<file path="config.mk">
export PLATFORM = sky130hd
export DESIGN_NAME = cau_front
export DESIGN_NICKNAME = d
export VERILOG_FILES = /design/src/hdl/complex_arith_unit_macros.svh /design/src/hdl/cau_pkg.sv /design/src/hdl/cau_front.sv
export SDC_FILE = /design/constraint.sdc
export NUM_CORES = 1
export LEC_CHECK = 0
export BUFFER_PORTS_ARGS = -buffer_cell sky130_fd_sc_hd__buf_2
export CORE_MARGIN = 2
export CORE_UTILIZATION = 41
export DETAILED_ROUTE_END_ITERATION = 12
export GPL_ROUTABILITY_DRIVEN = 0
export GPL_TIMING_DRIVEN = 1
export MAX_ROUTING_LAYER = met4
export PLACE_DENSITY = 0.8
export SLEW_MARGIN = 10
export SYNTH_ARGS = -nofsm -noshare
export SYNTH_HDL_FRONTEND = slang
export SYNTH_SLANG_ARGS = --single-unit
</file>
<file path="constraint.sdc">
create_clock -name clock -period 5.1 [get_ports clock]
set_clock_uncertainty 0.15 [all_clocks]
set_input_delay 1.02 -clock clock [delete_from_list [all_inputs] [get_ports clock]]
set_output_delay 1.02 -clock clock [all_outputs]
set_load 0.05 [all_outputs]
</file>
<file path="src/hdl/complex_arith_unit_macros.svh">
// ----------------------------------------------------------------------------
// Complex arithmetic unit assertion macros
// Shared concurrent assertion forms used by the block's modules.
// ----------------------------------------------------------------------------
`ifndef COMPLEX_ARITH_UNIT_MACROS_SVH
`define COMPLEX_ARITH_UNIT_MACROS_SVH

// same-cycle implication, disabled during reset
`define CAU_ASSERT_NOW(label, clk, rst, ante, cons, msg) \
   label: assert property (@(posedge clk) disable iff (rst) (ante) |-> (cons)) \
      else $error(msg);

// next-cycle implication, disabled during reset
`define CAU_ASSERT_NEXT(label, clk, rst, ante, cons, msg) \
   label: assert property (@(posedge clk) disable iff (rst) (ante) |=> (cons)) \
      else $error(msg);

`endif

</file>
<file path="src/hdl/cau_pkg.sv">
// ----------------------------------------------------------------------------
// Complex arithmetic unit package
// Sizes, operation codes and the item type shared by the block's modules.
// ----------------------------------------------------------------------------
package cau_pkg;

   localparam int OPERAND_BITS = 16;
   localparam int FRAC_BITS    = 16;
   localparam int IN_BITS      = 16;
   localparam int RES_BITS     = 48;

   // internal widths
   localparam int PROD_BITS  = 2 * OPERAND_BITS;
   localparam int VAL_BITS   = 2 * OPERAND_BITS + 2;
   localparam int MAG_BITS   = 2 * OPERAND_BITS + 1;
   localparam int DEN_BITS   = 2 * OPERAND_BITS + 1;
   localparam int NUM_BITS   = MAG_BITS + FRAC_BITS;
   localparam int Q_BITS     = (NUM_BITS > RES_BITS) ? NUM_BITS : RES_BITS;
   localparam int DIV_STAGES = NUM_BITS;

   // decoupling queue
   localparam int QUEUE_DEPTH = 4;
   localparam int QPTR_BITS   = $clog2(QUEUE_DEPTH);
   localparam int QCNT_BITS   = $clog2(QUEUE_DEPTH + 1);

   // saturation limits
   localparam logic signed [63:0] RES_MAX = (64'sd1 <<< (RES_BITS - 1)) - 64'sd1;
   localparam logic signed [63:0] RES_MIN = -RES_MAX - 64'sd1;
   localparam logic signed [63:0] SAT_HI  = RES_MAX >>> FRAC_BITS;
   localparam logic signed [63:0] SAT_LO  = -((64'sd1 <<< (RES_BITS - 1)) >>> FRAC_BITS);

   typedef enum logic [1:0] {
      KIND_ADD = 2'd0,
      KIND_SUB = 2'd1,
      KIND_MUL = 2'd2,
      KIND_DIV = 2'd3
   } kind_type;

   typedef struct packed {
      kind_type                        kind;
      logic                            dz;
      logic signed [OPERAND_BITS-1:0]  a_re;
      logic signed [OPERAND_BITS-1:0]  a_im;
      logic signed [OPERAND_BITS-1:0]  b_re;
      logic signed [OPERAND_BITS-1:0]  b_im;
   } item_type;

endpackage

</file>
<file path="src/hdl/cau_front.sv">
// ----------------------------------------------------------------------------
// Complex arithmetic unit front end
// Accepts request beats, trims operands and flags zero-divisor divides.
// ----------------------------------------------------------------------------
module cau_front (
   input  logic                    clock,
   input  logic                    reset,
   input  logic                    req_push,
   output logic                    req_full,
   input  logic [1:0]              req_kind,
   input  logic [cau_pkg::IN_BITS-1:0] req_a_re,
   input  logic [cau_pkg::IN_BITS-1:0] req_a_im,
   input  logic [cau_pkg::IN_BITS-1:0] req_b_re,
   input  logic [cau_pkg::IN_BITS-1:0] req_b_im,
   output logic                    q_push,
   input  logic                    q_full,
   output cau_pkg::item_type       q_item
);

   logic               valid_ff;
   logic               valid_in;
   cau_pkg::item_type  item_ff;
   cau_pkg::item_type  item_in;
   logic               take;

   // operand field trimmed to operand width, sign taken from its top bit
   function automatic logic signed [cau_pkg::OPERAND_BITS-1:0] trim(
      input logic [cau_pkg::IN_BITS-1:0] f);
      logic [cau_pkg::IN_BITS+cau_pkg::OPERAND_BITS-1:0] ext;
      ext  = {{cau_pkg::OPERAND_BITS{1'b0}}, f};
      trim = ext[cau_pkg::OPERAND_BITS-1:0];
   endfunction

   // stage is free when empty or draining into the queue
   assign take     = !valid_ff || !q_full;
   assign req_full = !take;
   assign q_push   = valid_ff && !q_full;
   assign q_item   = item_ff;

   // classify the beat
   always_comb begin
      item_in.kind = cau_pkg::kind_type'(req_kind);
      item_in.a_re = trim(req_a_re);
      item_in.a_im = trim(req_a_im);
      item_in.b_re = trim(req_b_re);
      item_in.b_im = trim(req_b_im);
      item_in.dz   = (item_in.kind == cau_pkg::KIND_DIV) &&
                     (item_in.b_re == '0) && (item_in.b_im == '0);
      valid_in     = take ? req_push : valid_ff;
   end

   always_ff @(posedge clock) begin
      if (reset) begin
         valid_ff <= 1'b0;
      end else begin
         valid_ff <= valid_in;
      end
      if (take && req_push) begin
         item_ff <= item_in;
      end
   end

endmodule

</file>
==> run metrics <==
outcome finished clean; largest net degree at the start of global routing 40; Die X 76.3 microns; Cells after Synth 86; Yosys cell types 10; Final Hold Viols 0; fin worst setup slack 2.32 ns; n_diodes 0; crit-path cells buf_2, and2_1, nor2b_4, buf_4; clk slew on worst S/H paths 0.07 ns; maximum fanout along the worst path 39; r2r setup slk 2.81 ns; r2r worst-path depth 3; CTS tree done; final setup TNS 0 ns; CP Class input pin to flip-flop; FF+latch count, synth 68; Synth Area in Adders 0; vias in the first global route 1532; most frequent cells in the layout 138 x buf_2, 67 x edfxtp_1, 9 x clkbuf_8; row cnt 26; HP Class flip-flop to flip-flop; final net count 306; layout cell share with drive strength beyond 1 0.651; total global routing overflow 0; syn_nets 156; GRT Total Usage 0.165; critical path's slowest cell nor2b_4; Reg-to-Reg Start valid_ff; Die H 76.3 microns; Max-slew headroom 0.328; fillers 383; Bufs on Longest Clock Path 2; PD cells 416 nW/um^2; Post CTS Setup Buffer Count 0; critical path launch point q_full; design area 3150 sq um; Synth Area in XOR/XNOR 0; fmax 0.360 GHz; HPWL after detailed placement 3270 microns; Routed Antenna Nets 0; pre-CTS setup slack 1.95 ns; Area after DPL 2940 sq um; hold depth 3; post-cts resize count 0; Placeable Area 5070 sq um; Post-route DRC 0; H-Tree Depth 3; Worst Setup End Kind flip-flop; Worst Path Required 4.94 ns; Tcrit/Tclk final 0.545; via count 1404; Max VDD drop 372 uV; Critical R2R Capture q_item[64]; router iterations before antenna repair 4; crit path time final 2.78 ns; Seq/Total Area, Yosys 0.948; Synth Area in Simple Gates 0.0520; proportion of synthesized area in mux cells 0; largest family of logic cells by synthesized area simple AND/OR/NAND/NOR gates; WL per Instance 13.9 microns; Hold-fix buffers, CTS 0; I/O Buffers 138; Area Growth Syn to Fin 47.1%; commonest non-fill, non-tap cell in the layout buf_2; complex-gate fraction of the synthesized area 0; initial antenna violation count 0; unrepaired setup endpoints after global routing no; endpoints failing setup 0; vias per cell 4.51; max incr delay on CP 0.80 ns; clock latency reported for the late side of the worst-skew pair 0.32 ns; pins over their slew limit 0; crit path capture q_item[64]; 1st-iter DRT viols 44; CTS sink cnt 68; Netlist Area Pre-Place 2140 sq um; I/O pin count 139; leakage 1.34 nW; final wirelength 4310 microns; Initial Util 0.422; Die ar. 5820 sq um; Worst-Margin Slew 1.01 ns; first-pass GRT wire length 6830 microns; Worst EP arrival 2.62 ns; Max-cap violations 0; Avg Cell Area, Syn 24.9 sq um; clk root buf clkbuf_8; CP Launch Type input pin; Num CTS Buffers 9; Warnings, synthesis 0
## sequential cells by signal (all words and copies together) (netlist names)
name / flops
q_item: 67
valid_ff: 1
## synthesized netlist by cell type
library cell	instances	area share
nor2_1	4	0.0070
edfxtp_1	67	0.94
and2_1	1	0.0029
dfxtp_1	1	0.0093
nand2_1	1	0.0017
nor4_2	1	0.0058
nand4_1	2	0.0058
nor4_1	6	0.018
or4_4	1	0.0053
nor2b_1	2	0.0058
## critical path, delay by kind of cell
family	cells	cell delay (ns)
simple gates	2	0.99
buf+inv	2	0.58
## stage by stage
| stage | instances | hold WS (ns) | utilization | power (mW) |
|---|---|---|---|---|
| detailed placement | 295 | 0.552 | 0.579 | 0.861 |
| global route | 311 | 0.624 | 0.621 | 1.36 |
| global placement | 295 | 0.502 | 0.579 | 0.858 |
| CTS | 311 | 0.563 | 0.621 | 1.33 |
| floorplan | 86 | 0.677 | - | 0.801 |
| finish | 311 | 0.564 | 0.621 | 1.31 |
## layer usage
layer,GRT usage,share of wire,wire length (microns)
met1,0.173,0.36,1540
met2,0.263,0.51,2210
met3,0.0723,0.10,452
met4,0.0873,0.024,104
met5,-,0,0
## cell type report
cell class / instances / area (sq um) / share of cell area
Timing Repair Buffer: 139 / 698 / 0.222
Multi-Input combinational cell: 18 / 119 / 0.0377
Clock buffer: 9 / 124 / 0.0393
Sequential cell: 68 / 2030 / 0.645
Clock inverter: 7 / 91.3 / 0.0290
Tap cell: 70 / 87.6 / 0.0278
## logic make-up after synthesis
group and after synthesis:
DFF 68, and+or+nand+nor 18
## power breakdown
part / internal [mW] / switching, mW / leakage (nW)
Sequential: 0.653 / 0.00672 / 0.657
Clock: 0.273 / 0.189 / 0.111
Combinational: 0.0418 / 0.146 / 0.577
## worst min path at each step
stage	endpoint	slack, ns	from
2_1_floorplan	valid_ff	0.68	valid_ff
3_3_place_gp	valid_ff	0.50	valid_ff
3_5_place_dp	valid_ff	0.55	valid_ff
4_1_cts	valid_ff	0.56	valid_ff
5_1_grt	valid_ff	0.62	valid_ff
6_report	valid_ff	0.56	valid_ff
No activity file was read; power rests on OpenSTA's default activity.
