--- src/hdl/complex_arith_unit_macros.svh ---
// ----------------------------------------------------------------------------
// Complex arithmetic unit assertion macros
// Shared concurrent assertion forms used by the block's modules.
// ----------------------------------------------------------------------------
`ifndef COMPLEX_ARITH_UNIT_MACROS_SVH
`define COMPLEX_ARITH_UNIT_MACROS_SVH

// same-cycle implication, disabled during reset
`define CAU_ASSERT_NOW(label, clk, rst, ante, cons, msg) \
   label: assert property (@(posedge clk) disable iff (rst) (ante) |-> (cons)) \
      else $error(msg);

// next-cycle implication, disabled during reset
`define CAU_ASSERT_NEXT(label, clk, rst, ante, cons, msg) \
   label: assert property (@(posedge clk) disable iff (rst) (ante) |=> (cons)) \
      else $error(msg);

`endif

--- src/hdl/cau_pkg.sv ---
// ----------------------------------------------------------------------------
// Complex arithmetic unit package
// Sizes, operation codes and the item type shared by the block's modules.
// ----------------------------------------------------------------------------
package cau_pkg;

   localparam int OPERAND_BITS = 16;
   localparam int FRAC_BITS    = 16;
   localparam int IN_BITS      = 16;
   localparam int RES_BITS     = 48;

   // internal widths
   localparam int PROD_BITS  = 2 * OPERAND_BITS;
   localparam int VAL_BITS   = 2 * OPERAND_BITS + 2;
   localparam int MAG_BITS   = 2 * OPERAND_BITS + 1;
   localparam int DEN_BITS   = 2 * OPERAND_BITS + 1;
   localparam int NUM_BITS   = MAG_BITS + FRAC_BITS;
   localparam int Q_BITS     = (NUM_BITS > RES_BITS) ? NUM_BITS : RES_BITS;
   localparam int DIV_STAGES = NUM_BITS;

   // decoupling queue
   localparam int QUEUE_DEPTH = 4;
   localparam int QPTR_BITS   = $clog2(QUEUE_DEPTH);
   localparam int QCNT_BITS   = $clog2(QUEUE_DEPTH + 1);

   // saturation limits
   localparam logic signed [63:0] RES_MAX = (64'sd1 <<< (RES_BITS - 1)) - 64'sd1;
   localparam logic signed [63:0] RES_MIN = -RES_MAX - 64'sd1;
   localparam logic signed [63:0] SAT_HI  = RES_MAX >>> FRAC_BITS;
   localparam logic signed [63:0] SAT_LO  = -((64'sd1 <<< (RES_BITS - 1)) >>> FRAC_BITS);

   typedef enum logic [1:0] {
      KIND_ADD = 2'd0,
      KIND_SUB = 2'd1,
      KIND_MUL = 2'd2,
      KIND_DIV = 2'd3
   } kind_type;

   typedef struct packed {
      kind_type                        kind;
      logic                            dz;
      logic signed [OPERAND_BITS-1:0]  a_re;
      logic signed [OPERAND_BITS-1:0]  a_im;
      logic signed [OPERAND_BITS-1:0]  b_re;
      logic signed [OPERAND_BITS-1:0]  b_im;
   } item_type;

endpackage

--- src/hdl/cau_queue.sv ---
// ----------------------------------------------------------------------------
// Complex arithmetic unit decoupling queue
// Short first-in first-out store between the front end and the datapath.
// ----------------------------------------------------------------------------
`include "complex_arith_unit_macros.svh"

module cau_queue (
   input  logic              clock,
   input  logic              reset,
   input  logic              push,
   output logic              full,
   input  cau_pkg::item_type push_item,
   input  logic              pop,
   output logic              empty,
   output cau_pkg::item_type pop_item
);

   cau_pkg::item_type                mem_ff [cau_pkg::QUEUE_DEPTH];
   logic [cau_pkg::QPTR_BITS-1:0]    wr_ptr_ff, wr_ptr_in;
   logic [cau_pkg::QPTR_BITS-1:0]    rd_ptr_ff, rd_ptr_in;
   logic [cau_pkg::QCNT_BITS-1:0]    count_ff, count_in;
   logic                             push_en;
   logic                             pop_en;

   assign full     = (count_ff == cau_pkg::QCNT_BITS'(cau_pkg::QUEUE_DEPTH));
   assign empty    = (count_ff == '0);
   assign push_en  = push && !full;
   assign pop_en   = pop && !empty;
   assign pop_item = mem_ff[rd_ptr_ff];

   // pointer and fill tracking
   always_comb begin
      wr_ptr_in = push_en ? wr_ptr_ff + 1'b1 : wr_ptr_ff;
      rd_ptr_in = pop_en ? rd_ptr_ff + 1'b1 : rd_ptr_ff;
      count_in  = count_ff;
      if (push_en && !pop_en) begin
         count_in = count_ff + 1'b1;
      end else if (!push_en && pop_en) begin
         count_in = count_ff - 1'b1;
      end
   end

   always_ff @(posedge clock) begin
      if (reset) begin
         wr_ptr_ff <= '0;
         rd_ptr_ff <= '0;
         count_ff  <= '0;
      end else begin
         wr_ptr_ff <= wr_ptr_in;
         rd_ptr_ff <= rd_ptr_in;
         count_ff  <= count_in;
      end
      if (push_en) begin
         mem_ff[wr_ptr_ff] <= push_item;
      end
   end

   `CAU_ASSERT_NEXT(a_fill_up, clock, reset, push_en && !pop_en, count_ff == $past(count_ff) + 1'b1, "queue fill count did not rise on a lone push")
   `CAU_ASSERT_NOW(a_fill_range, clock, reset, 1'b1, count_ff <= cau_pkg::QCNT_BITS'(cau_pkg::QUEUE_DEPTH), "queue fill count beyond depth")

endmodule

--- config.mk ---
export PLATFORM = sky130hd
export DESIGN_NAME = cau_queue
export DESIGN_NICKNAME = d
export VERILOG_FILES = /design/src/hdl/cau_pkg.sv /design/src/hdl/cau_queue.sv
export VERILOG_INCLUDE_DIRS = /design/src /design/src/hdl
export SDC_FILE = /design/constraint.sdc
export NUM_CORES = 1
export LEC_CHECK = 0
export BUFFER_PORTS_ARGS = -buffer_cell sky130_fd_sc_hd__clkbuf_2
export CAP_MARGIN = 20
export CORE_ASPECT_RATIO = 0.6
export CORE_MARGIN = 2
export CORE_UTILIZATION = 40
export CTS_CLUSTER_SIZE = 24
export DETAILED_ROUTE_END_ITERATION = 10
export SYNTH_ARGS = -nofsm -noshare
export SYNTH_HDL_FRONTEND = slang
export SYNTH_SLANG_ARGS = --single-unit
export TNS_END_PERCENT = 30
--- constraint.sdc ---
create_clock -name clock -period 7.7 [get_ports clock]
set_clock_uncertainty 0.15 [all_clocks]
set_input_delay 1.54 -clock clock [delete_from_list [all_inputs] [get_ports clock]]
set_output_delay 1.54 -clock clock [all_outputs]
set_load 0.005 [all_outputs]
==> out/results.txt <==
Post-Syn Area -> 10,200 sq um
Vias -> 4,616
DRC Markers -> 0
Slowest CP cell -> dfxtp_4
Overflow left after global routing -> 0
Number of cells after detailed placement -> 851
Sink Count -> 277
Die height -> 127 um
Final WL -> 18,800 um
Wire length per cell after detailed routing -> 20.7 um
Gr usage total -> 0.144
Crit end category -> output port
Non-filler cells, final -> 906
Outcome -> finished, final reports clean
Site Rows -> 45
Vias in the first global route -> 4,908
Dpl cell area -> 11,100 sq um
DIE WIDTH -> 210 um
Bufs and invs on worst path -> 2
Hold worst-path end -> wr_ptr_ff[1]$_SDFFE_PP0P_
CTS clock-pin slew for the worst setup and hold paths -> 0.06 ns
Reg area -> 8240 sq um
Nets -> 632
Finished Core Util -> 0.483
CTS tree -> built
Synth cell types -> 24
First DRT Iteration DRCs -> 343
Initial antenna violation count -> 1
I/O pins -> 140
Share of cells above drive strength 1 -> 0.446
Crit path cell chain -> buf_4, mux4_2, clkbuf_2
Crit path arrival time -> 2.87 ns
DRT antenna net count -> 0
Routed met1 length -> 8430 um
Syn_nets -> 475
Total die area -> 26,700 sq um
First-pass GRT wire length -> 28,700 um
Final Hold Fails -> 0
RSZ-0062 raised after global routing -> false
DR vias/cell -> 5.09
Fin Setup TNS -> 0 ns
Seq/Total Area, Yosys -> 0.810
Post-route clock period utilization -> 0.593
# Max-Cap Violations -> 0
Yosys reg bits -> 277
Worst setup SP type -> register
Met3 WL -> 1550 um
Layout area overhead -> 19.4%
H-tree Lvls -> 1
Multi-input logic area -> 1780 sq um
Worst Tran Pin Value -> 1.09 ns
CP delay by family, top -> flip-flops
Pleak -> 4.09 nW
Crit-path max cell delay -> 0.92 ns
Met2 routed WL -> 8430 um
Port bufs -> 139
CTS Hold Bufs -> 0
Post-CTS Resized -> 0
Hold WS -> 0.369 ns
First-pass iteration count of the detailed router -> 4
Largest net degree at the start of global routing -> 68
Number of buffers added for setup after CTS -> 0
Top layer reached by signal wires -> met4
Max frequency -> 0.219 GHz
CP max FO -> 40
Synth warn -> 0
Fillers -> 2,063
Starting Density -> 0.405
Worst vdd ir -> 0.145 mV
Tmin final -> 4.56 ns
Avg Cell Area, Syn -> 25.5 sq um
CTS Buf Count -> 27
Crit Path Category -> register to output port
Relative slew slack -> 0.272
R2R Setup Slk -> 5.14 ns
Worst Path Required -> 6.01 ns
Maximum buffer depth of the clock tree -> 3
Core footprint -> 25,100 sq um
Pins Over Slew Limit -> 0
Post-DP HPWL -> 10,300 um
Post-synthesis cell count -> 398
Hold Crit Start -> wr_ptr_ff[1]$_SDFFE_PP0P_
FF-to-FF End -> count_ff[2]$_SDFFE_PP0P_
RR Startpoint -> count_ff[0]$_SDFFE_PP0P_
Post-route cell area -> 12,100 sq um
Pwr dens -> 329 nW/um^2
RePlAce Congestion -> 0.682
Root Driver -> clkbuf_16
Worst-skew pair later-pin latency -> 0.54 ns
Hold path cells -> 2
Min-delay worst type -> register to register
R2R cell count -> 8
# setup viols final -> 0
## placed cells by master (no fill, tap or decap), drive strengths merged, types with 4 or more instances in the layout
| cell type | netlist | routed |
|---|---|---|
| clkbuf | 1 | 170 |
| buf | 15 | 5 |
| nor2 | 6 | 6 |
| clkinv | 0 | 14 |
| ha | 5 | 5 |
| and2 | 4 | 4 |
| inv | 4 | 5 |
| bufinv | 0 | 4 |
| xor2 | 4 | 4 |
| dfxtp | 9 | 9 |
| edfxtp | 268 | 268 |
| mux4 | 67 | 67 |
## synthesized netlist by cell type
master | number | area, sq um
buf_1 | 3 | 11.3
nor3_1 | 1 | 5.00
inv_1 | 4 | 15.0
buf_4 | 3 | 22.5
buf_12 | 4 | 80.1
mux2i_1 | 2 | 20.0
and2_1 | 4 | 25.0
edfxtp_1 | 268 | 8050
buf_2 | 4 | 20.0
xor2_1 | 4 | 35.0
ha_1 | 5 | 62.6
nor2_1 | 6 | 22.5
mux4_2 | 67 | 1510
or3_1 | 2 | 12.5
a21oi_1 | 2 | 10.0
dfxtp_1 | 9 | 180
o21ai_0 | 2 | 10.0
nand2b_1 | 2 | 12.5
o311ai_0 | 1 | 8.76
o31ai_1 | 1 | 7.51
buf_6 | 1 | 11.3
clkbuf_1 | 1 | 3.75
fa_1 | 1 | 20.0
nor3b_1 | 1 | 7.51
## per-stage QoR
| step | power, mW | setup WS, ns |
|---|---|---|
| finish | 3.99 | 3.14 |
| global route | 4.18 | 2.86 |
| CTS | 4.05 | 3.00 |
| detailed placement | 2.72 | 3.57 |
| global placement | 2.70 | 3.60 |
| floorplan | 2.44 | 3.67 |
## layer usage
metal	vias to the layer above	track usage
li1	2020	-
met1	2401	0.201
met2	157	0.224
met3	38	0.0440
met4	0	0.0350
met5	-	0
## worst reg2reg max path, cell delays in order, from the launching register on
cell     delay (ns)
dfxtp_1        0.47
nor3b_1        0.14
nor2_1         0.38
ha_1           0.27
inv_1          0.06
fa_1           0.37
xor2_1         0.19
or3_1          0.33
a21oi_1        0.14
## flip-flops by register name, summed over array words and instances (netlist names), named ones only
| signal | count |
|---|---|
| count_ff | 3 |
| rd_ptr_ff | 2 |
| mem_ff | 268 |
| wr_ptr_ff | 2 |
## logic make-up (layout without fill, tap and decap cells)
logic type / after synthesis / after routing / synth area share
buffers and inverters: 20 / 198 / 0.0161
other: 0 / 1 / 0
muxes: 69 / 69 / 0.150
DFF: 277 / 277 / 0.810
xor gates and xnor gates: 4 / 4 / 0.00345
AOI/OAI and AO/OA: 6 / 6 / 0.00357
and+or+nand+nor: 16 / 16 / 0.00837
adders and majority gates: 6 / 6 / 0.00813
## where the power goes
group,internal [mW],switching [mW]
clock,0.777,0.531
combinational,0.421,0.323
sequential,1.81,0.126
## worst max path at each step
stage,start,end,slack [ns],depth (start not counted)
finish,register,pop_item[34],3.14,3
CTS,register,pop_item[34],3.00,3
detailed placement,register,pop_item[34],3.57,3
global route,register,pop_item[34],2.86,3
floorplan,push,mem_ff[0][0]$_DFFE_PP_,3.67,3
global placement,register,pop_item[34],3.60,3
## cell type report
class / instances / share of cell area
Inverter: 4 / 0.00124
Clock inverter: 19 / 0.0161
Multi-Input combinational cell: 101 / 0.147
Clock buffer: 31 / 0.0569
Timing Repair Buffer: 144 / 0.0664
Sequential cell: 277 / 0.679
Antenna cell: 1 / 0.000206
Tap cell: 329 / 0.0339
Power figures use the tool's default switching activity.
